[config.mk]
export PLATFORM = sky130hd
export DESIGN_NAME = salru_scan
export DESIGN_NICKNAME = d
export VERILOG_FILES = /design/src/hdl/salru_pkg.sv /design/src/hdl/salru_scan.sv
export SDC_FILE = /design/constraint.sdc
export NUM_CORES = 1
export LEC_CHECK = 0
export BUFFER_PORTS_ARGS = -buffer_cell sky130_fd_sc_hd__buf_2
export CAP_MARGIN = 40
export CORE_UTILIZATION = 45
export DETAILED_ROUTE_END_ITERATION = 8
export HOLD_SLACK_MARGIN = 0.15
export PLACE_DENSITY = 0.76
export SLEW_MARGIN = 20
export SYNTH_ARGS = -nofsm -noshare
export SYNTH_HDL_FRONTEND = slang
export SYNTH_SLANG_ARGS = --single-unit
export TNS_END_PERCENT = 50
[constraint.sdc]
create_clock -name clock -period 2.45 [get_ports clock]
set_input_delay 0.735 -clock clock [delete_from_list [all_inputs] [get_ports clock]]
set_output_delay 0.735 -clock clock [all_outputs]
set_load 0.05 [all_outputs]
[src/hdl/salru_pkg.sv]
package salru_pkg;

   localparam int MAX_WAYS   = 4;
   localparam int NUM_BLOCKS = 256;
   localparam int AGE_WIDTH  = 8;

   localparam int MAX_WAY_LOG2 = (MAX_WAYS > 1) ? $clog2(MAX_WAYS) : 0;
   localparam int WAY_W        = (MAX_WAYS > 1) ? $clog2(MAX_WAYS) : 1;
   localparam int BLK_W        = (NUM_BLOCKS > 1) ? $clog2(NUM_BLOCKS) : 1;

   localparam int ADDR_W    = 32;
   localparam int TAG_W     = 32;
   localparam int IN_BLK_W  = 8;
   localparam int IN_AGE_W  = 8;
   localparam int OUT_BLK_W = 8;
   localparam int OUT_AGE_W = 8;

   localparam int CSR_IDX_W  = 2;
   localparam int CSR_DATA_W = 4;
   localparam int WL_W       = 2;
   localparam int FIELD_W    = 4;

   localparam logic [WL_W-1:0]    WAY_LOG2_RST    = 2'd0;
   localparam logic [FIELD_W-1:0] INDEX_BITS_RST  = 4'd6;
   localparam logic [FIELD_W-1:0] OFFSET_BITS_RST = 4'd4;

   localparam logic MODE_LOOKUP = 1'b0;
   localparam logic MODE_WRITE  = 1'b1;

   typedef enum logic [CSR_IDX_W-1:0] {
      CSR_WAY_LOG2    = 2'd0,
      CSR_INDEX_BITS  = 2'd1,
      CSR_OFFSET_BITS = 2'd2
   } csr_index_type;

   typedef enum logic [1:0] {
      SC_IDLE,
      SC_SCAN,
      SC_DONE
   } scan_state_type;

   typedef struct packed {
      logic                mode;
      logic [ADDR_W-1:0]   address;
      logic [IN_BLK_W-1:0] entry_block;
      logic [TAG_W-1:0]    entry_tag;
      logic                entry_valid;
      logic [IN_AGE_W-1:0] entry_age;
   } req_type;

   typedef struct packed {
      logic                 hit;
      logic [OUT_BLK_W-1:0] block_number;
      logic [OUT_AGE_W-1:0] age_value;
   } rsp_type;

   typedef struct packed {
      logic                 valid;
      logic [AGE_WIDTH-1:0] age;
      logic [TAG_W-1:0]     tag;
   } entry_type;

   typedef struct packed {
      logic             en;
      logic [BLK_W-1:0] addr;
      entry_type        entry;
   } wr_req_type;

   typedef struct packed {
      logic             en;
      logic [BLK_W-1:0] addr;
   } rd_req_type;

   typedef struct packed {
      logic [TAG_W-1:0] tag;
      logic [TAG_W-1:0] tmask;
      logic [BLK_W-1:0] base;
      logic [WAY_W-1:0] last_way;
      logic             multi;
   } scan_cmd_type;

endpackage

[src/hdl/salru_scan.sv]
module salru_scan (
   input  logic                    clock,
   input  logic                    reset,
   input  logic                    start,
   input  salru_pkg::scan_cmd_type cmd,
   input  salru_pkg::entry_type    rd_entry,
   input  logic                    out_free,
   output salru_pkg::rd_req_type   rd,
   output logic                    idle,
   output logic                    done,
   output salru_pkg::rsp_type      result
);

   salru_pkg::scan_state_type state_ff, state_in;
   salru_pkg::scan_cmd_type   cmd_ff;
   logic [salru_pkg::WAY_W-1:0]     iss_ff;
   logic [salru_pkg::WAY_W-1:0]     ev_way_ff;
   logic                            iss_done_ff;
   logic                            ev_valid_ff;
   logic                            res_hit_ff;
   logic [salru_pkg::BLK_W-1:0]     res_blk_ff;
   logic [salru_pkg::AGE_WIDTH-1:0] res_age_ff;

   logic [salru_pkg::BLK_W-1:0] ev_blk;
   logic ev_hit;
   logic ev_last;
   logic ev_older;

   always_comb begin
      ev_blk   = cmd_ff.base + salru_pkg::BLK_W'(ev_way_ff);
      ev_hit   = ev_valid_ff && rd_entry.valid &&
                 ((rd_entry.tag & cmd_ff.tmask) == cmd_ff.tag);
      ev_last  = ev_valid_ff && (ev_way_ff == cmd_ff.last_way);
      ev_older = cmd_ff.multi && (rd_entry.age > res_age_ff);
   end

   always_comb begin
      state_in = state_ff;
      case (state_ff)
         salru_pkg::SC_IDLE: begin
            if (start) begin
               state_in = salru_pkg::SC_SCAN;
            end
         end
         salru_pkg::SC_SCAN: begin
            if (ev_hit || ev_last) begin
               state_in = salru_pkg::SC_DONE;
            end
         end
         salru_pkg::SC_DONE: begin
            if (out_free) begin
               state_in = salru_pkg::SC_IDLE;
            end
         end
         default: begin
            state_in = salru_pkg::SC_IDLE;
         end
      endcase
   end

   always_comb begin
      rd.en   = (state_ff == salru_pkg::SC_SCAN) && !iss_done_ff;
      rd.addr = cmd_ff.base + salru_pkg::BLK_W'(iss_ff);
      idle    = (state_ff == salru_pkg::SC_IDLE);
      done    = (state_ff == salru_pkg::SC_DONE);
      result.hit          = res_hit_ff;
      result.block_number = salru_pkg::OUT_BLK_W'(res_blk_ff);
      result.age_value    = salru_pkg::OUT_AGE_W'(res_age_ff);
   end

   always_ff @(posedge clock) begin
      if (reset) begin
         state_ff    <= salru_pkg::SC_IDLE;
         ev_valid_ff <= 1'b0;
         iss_done_ff <= 1'b0;
      end else begin
         state_ff    <= state_in;
         ev_valid_ff <= rd.en;
         if (start) begin
            iss_done_ff <= 1'b0;
         end else if (rd.en && (iss_ff == cmd_ff.last_way)) begin
            iss_done_ff <= 1'b1;
         end
      end
   end

   always_ff @(posedge clock) begin
      ev_way_ff <= iss_ff;
      if (start) begin
         cmd_ff     <= cmd;
         iss_ff     <= '0;
         res_hit_ff <= 1'b0;
         res_blk_ff <= cmd.base;
         res_age_ff <= '0;
      end else begin
         if (rd.en) begin
            iss_ff <= iss_ff + salru_pkg::WAY_W'(1);
         end
         if ((state_ff == salru_pkg::SC_SCAN) && ev_valid_ff) begin
            if (ev_hit) begin
               res_hit_ff <= 1'b1;
               res_blk_ff <= ev_blk;
               res_age_ff <= rd_entry.age;
            end else if (ev_older) begin
               res_blk_ff <= ev_blk;
               res_age_ff <= rd_entry.age;
            end
         end
      end
   end

   a_start_when_idle: assert property (@(posedge clock) disable iff (reset)
      start |-> (state_ff == salru_pkg::SC_IDLE))
      else $error("Scan started while busy.");

   a_no_eval_in_idle: assert property (@(posedge clock) disable iff (reset)
      (state_ff == salru_pkg::SC_IDLE) |-> !ev_valid_ff)
      else $error("Read data evaluated while idle.");

   a_eval_in_set: assert property (@(posedge clock) disable iff (reset)
      ev_valid_ff |-> (ev_way_ff <= cmd_ff.last_way))
      else $error("Way read beyond the set.");

   a_result_holds: assert property (@(posedge clock) disable iff (reset)
      ((state_ff == salru_pkg::SC_DONE) && $past(state_ff == salru_pkg::SC_DONE)) |->
      ($stable(res_hit_ff) && $stable(res_blk_ff) && $stable(res_age_ff)))
      else $error("Finished result changed while waiting.");

endmodule

# ---- After elaboration in Yosys (flattened, before gate mapping)
# Index checks and enable logic that the tools add are counted.
dict set report totals {
  register_bits 100
  input_bits 120
  out_inout_bits 28
  wordCells 54
}
dict set report op_classes {
  n_addsub 3
  order_cmp 1
  n_eq_ne 8
  n_mux 10
  n_bitwise 1
  reduce_logical 18
}
# op count
set op_table {}
lappend op_table {{two-way mux 8 bit} 6}
lappend op_table {{bitwise AND 32 bit} 1}
lappend op_table {{== test 32 bit} 1}
lappend op_table {{adder 8 x 2 -> 8 bit} 2}
lappend op_table {{greater-than comparator 8 bit} 1}
lappend op_table {{logical AND 1 bit} 7}
lappend op_table {{two-way mux 2 bit} 3}
lappend op_table {{!= test 2 bit (second input constant)} 3}
lappend op_table {{one-hot mux 2 bit (3 select lines)} 1}
lappend op_table {{AND reduction 2 bit} 3}
lappend op_table {{== test 2 bit} 2}
lappend op_table {{nonzero test 2 bit} 2}
lappend op_table {{AND reduction 3 bit} 1}
lappend op_table {{nonzero test 3 bit} 1}
lappend op_table {{adder 2 x 1 -> 2 bit (second input constant)} 1}
lappend op_table {{== test 2 x 1 -> 1 bit (second input constant)} 1}
lappend op_table {{== test 2 bit (second input constant)} 1}
lappend op_table {{logical NOT 2 bit} 1}
lappend op_table {{OR reduction 2 bit} 1}
lappend op_table {{logical NOT 1 bit} 1}
lappend op_table {{logical OR 1 bit} 1}

# ---- Logic depth before layout (Yosys ltp)
dict set report depth {
  ltp_word 6
  mapped_depth 10
  mapped_depth_nobuf 9
}

# ---- Worst setup path before layout
# OpenSTA, ideal clock, no wires.
dict set report synth_path {
  kind {register to output}
  start {reg iss_ff[0] in the netlist's numbering}
  end {out rd[6] in the netlist's numbering}
  arrival_time_ns 1.925
  required_time_ns 1.715
  setup_slack_ns -0.210
  path_stages_with_launch 6
  path_buffers 0
  path_cell_list {dfxtp_1 > ha_1 > inv_1 > fa_1 > nor2_1 > xor2_1}
}
# element line
set synth_rtl {}
lappend synth_rtl {{start, declared} salru_scan.sv:16} ;# logic [salru_pkg::WAY_W-1:0] iss_ff;
lappend synth_rtl {{start signal, assigned} salru_scan.sv:97} ;# iss_ff <= iss_ff + salru_pkg::WAY_W'(1);
lappend synth_rtl {{end, declared} salru_scan.sv:8} ;# output salru_pkg::rd_req_type rd,

==> summary.md <==
| Metric | Value |
|---|---|
| Synth top area cells | `edfxtp_1, dfxtp_1, xor2_1, ha_1, nand2_1` |
| Hold_sp | `iss_ff[1]` |
| GR Overflow Total | `0` |
| Power per cell area | `roughly 660 nW/µm²` |
| Top_reg_cell synth | `edfxtp_1` |
| Num CTS Buffers | `9` |
| Area growth syn-to-layout | `29.1%` |
| TritonCTS clock tree | `yes` |
| Worst skew pair latency | `0.36 ns` |
| Die Span Y | `99.8 µm` |
| Std-Cell Rows | `35` |
| Core area | `9240 µm²` |
| RSZ-0062 raised after global routing | `true` |
| Synth Instances | `320` |
| DRC viols | `0` |
| Starting density of the core | `~47%` |
| Arrival @ worst endpoint | `1.88 ns` |
| Mapped cell area | `4310 µm²` |
| Worst Path Max Fanout | `3` |
| Final slew viol count | `0` |
| Total power | `3.66 mW` |
| Setup Skew | `0.0120 ns` |
| Syn Nets | `around 450` |
| GPL Wtd Cong | `0.748` |
| Total Wirelength | `8360 µm` |
| Yosys top cell area share | `57.9%` |
| CP cell instances | `ha_2 -> inv_2 -> fa_2 -> buf_4 -> xnor2_2 -> buf_6` |
| Measured slew at the worst slew-check pin | `0.401 ns` |
| Crit path max-delay family | `adder cells` |
| FF-to-FF End | `res_blk_ff[1]` |
| Post-route ant nets | `0` |
| R2r startpoint | `cmd_ff[30]` |
| Final setup margin | `-0.165 ns` |
| H-tree levels | `3` |
| Final Cycle Share | `107%` |
| Max-Cap Viols | `0` |
| Failing checks | `negative setup slack` |
| Status | `finished, violations left` |
| Post-synth EDFFs | `83` |
| Die X | `99.8 µm` |
| Final setup TNS | `-0.626 ns` |
| Drt pass-1 iters | `4` |
| Slowest stage delay, CP | `0.41 ns` |
| Vias per cell | `~4.8` |
| WP data required | `between 1.5 and 2 ns` |
| CP startpoint kind | `flip-flop` |
| Fmax | `382 MHz` |
| First-pass GRT wire length | `13100 µm` |
| Worst min-delay path class | `reg2reg` |
| Synth unique cells | `35` |
| Post-DP HPWL | `6350 µm` |
| PortBufs | `147` |
| Max Buffers Root-to-Sink | `2` |
| Die area | `around 10000 µm²` |
| Pleak | `around 2.4 nW` |
| Setup crit end kind | `output pin` |
| Initial antenna violation count | `0` |
| R2r setup slk | `0.26 ns` |
| Clock Sinks | `100` |
| Post-synthesis average cell area | `13.5 µm²` |
| R2R cell count | `7` |
| Crit. path cell count | `6` |
| Boundary pin count | `approximately 150` |
| Critical path class | `reg2out` |
| Initial DRC Count | `98` |
| Number of global-route vias before repair | `about 2900` |
| Antenna cells | `0` |
| Worst hold endpoint | `ev_way_ff[1]` |
| Setup Viol. Count Final | `6` |
| WP buf/inv | `3` |
| Vias | `just under 3000` |
| Root Driver | `clkbuf_8` |
| Worst VDD drop | `512 µV` |
| Sequential fraction of the synthesis area | `65.8%` |
| Largest net degree at the start of global routing | `55` |
| Nets@finish | `617` |
| Share of cells above drive strength 1 | `38.7%` |
| Yosys reg bits | `100` |
| Worst-path clk slew | `0.10 ns` |
| Period minus WS final | `about 2.6 ns` |
| # fillers | `765` |
| Synthesis Warnings | `0` |
| Final Hold Vio Count | `0` |
| Slew headroom | `about three quarters` |
| Crit path max-delay cell type | `fa_2` |
| Per-cell routed wire length | `approximately 14 µm` |
| Number of hold buffers added after cts | `0` |
| Hold depth | `0` |
| Synth area leader | `edfxtp_1` |
| FFs w/ async S/R, synth | `0%` |
| Gr usage total | `17.3%` |
per-stage QoR:
| stage | worst slack, ns | hold slack, ns | utilization [%] | cell area (µm²) | std cells |
|---|---|---|---|---|---|
| after floorplan | -0.0488 | 0.379 | - | 4330 | 320 |
| after global routing | -0.260 | 0.431 | 60.2 | 5560 | 617 |
| after detailed placement | -0.195 | 0.396 | 57.1 | 5280 | 598 |
| final | -0.165 | 0.414 | 60.2 | 5560 | 617 |
| after CTS | -0.182 | 0.415 | 60.1 | 5550 | 616 |
| after global placement | -0.163 | 0.392 | 57.1 | 5280 | 598 |
cell usage in the layout (no fill, tap or decap), types with 7 or more instances in the layout:
| master | instances |
|---|---|
| nand2b_1 | 17 |
| buf_2 | 138 |
| nor2_1 | 7 |
| inv_1 | 13 |
| buf_4 | 15 |
| o21ai_0 | 9 |
| nand2_1 | 37 |
| xor2_1 | 27 |
| clkbuf_8 | 9 |
| edfxtp_1 | 83 |
| a21oi_1 | 9 |
| nand4_1 | 11 |
| mux2i_1 | 8 |
| dfxtp_1 | 17 |
| xnor2_1 | 12 |
| ha_1 | 11 |
layer usage:
metal / vias up / wire (µm) / track usage (%)
met5: - / 0 / 0
met4: 0 / 176 / 7.92
met1: 1396 / 3350 / 20.0
met2: 108 / 4110 / 29.1
met3: 17 / 723 / 5.85
li1: 1457 / - / -
area by class of cell:
type                       instances  area, µm²  share of cell area (%)
sequential                       100       2830                    50.9
inverter                          15       56.3                    1.01
clock inverter                     7       81.3                    1.46
multi-input combinational        198       1430                    25.7
tap                              129        161                    2.90
clock buffer                       9        124                    2.23
timing repair buffer             159        876                    15.7
what timing repair did:
item,in CTS,in global routing
setup endpoints to repair,7,8
resized for setup,19,2
setup buffers,2,1
endpoints found under the hold margin,0,0
pin swaps,2,3
Yosys cell counts, drive strengths merged (5+ instances only):
master  instances
nand2          37
inv            15
edfxtp         83
nor2            9
xnor2          13
a21oi           9
xor2           29
nor2b           6
ha             12
nand3           5
and3            5
o21ai           9
clkbuf          5
mux2i           8
nand2b         17
nand4          11
dfxtp          17
state kept, by name, indices dropped and copies added, names as in the netlist:
| register | count |
|---|---|
| res_hit_ff | 1 |
| res_blk_ff | 8 |
| cmd_ff | 75 |
| res_age_ff | 8 |
| ev_valid_ff | 1 |
| iss_done_ff | 1 |
| state_ff | 2 |
| ev_way_ff | 2 |
| iss_ff | 2 |
worst register-to-register path: stages (launching register included):
cell and delay [ns]:
edfxtp_1 0.39, and3b_1 0.21, nor4_2 0.25, nand4_1 0.13, nor4_2 0.32, nand4_1 0.17, a21boi_1 0.17, or2b_4 0.27
how the worst max path moves through the flow:
stage	start	slack (ns)	endpoint
2_1_floorplan	cmd_ff[4]	-0.05	rd[5]
3_3_place_gp	rd_entry[0]	-0.16	res_blk_ff[5]
3_5_place_dp	rd_entry[19]	-0.19	res_blk_ff[6]
4_1_cts	cmd_ff[3]	-0.18	rd[4]
5_1_grt	cmd_ff[3]	-0.26	rd[4]
6_report	cmd_ff[3]	-0.16	rd[2]
where the power goes:
| group | leakage, nW | switching [mW] | internal, mW |
|---|---|---|---|
| clock | 0.106 | 0.594 | 0.489 |
| sequential | 0.951 | 0.0624 | 1.98 |
| combinational | 1.30 | 0.304 | 0.229 |
logic make-up after synthesis:
| group | synth area share, % |
|---|---|
| xor+xnor | 8.54 |
| simple gates | 12.2 |
| mux | 2.12 |
| buf+inv | 2.18 |
| fa+ha+maj | 4.41 |
| compound gates | 4.82 |
| flops | 65.8 |
(Power assumes the default switching activity.)
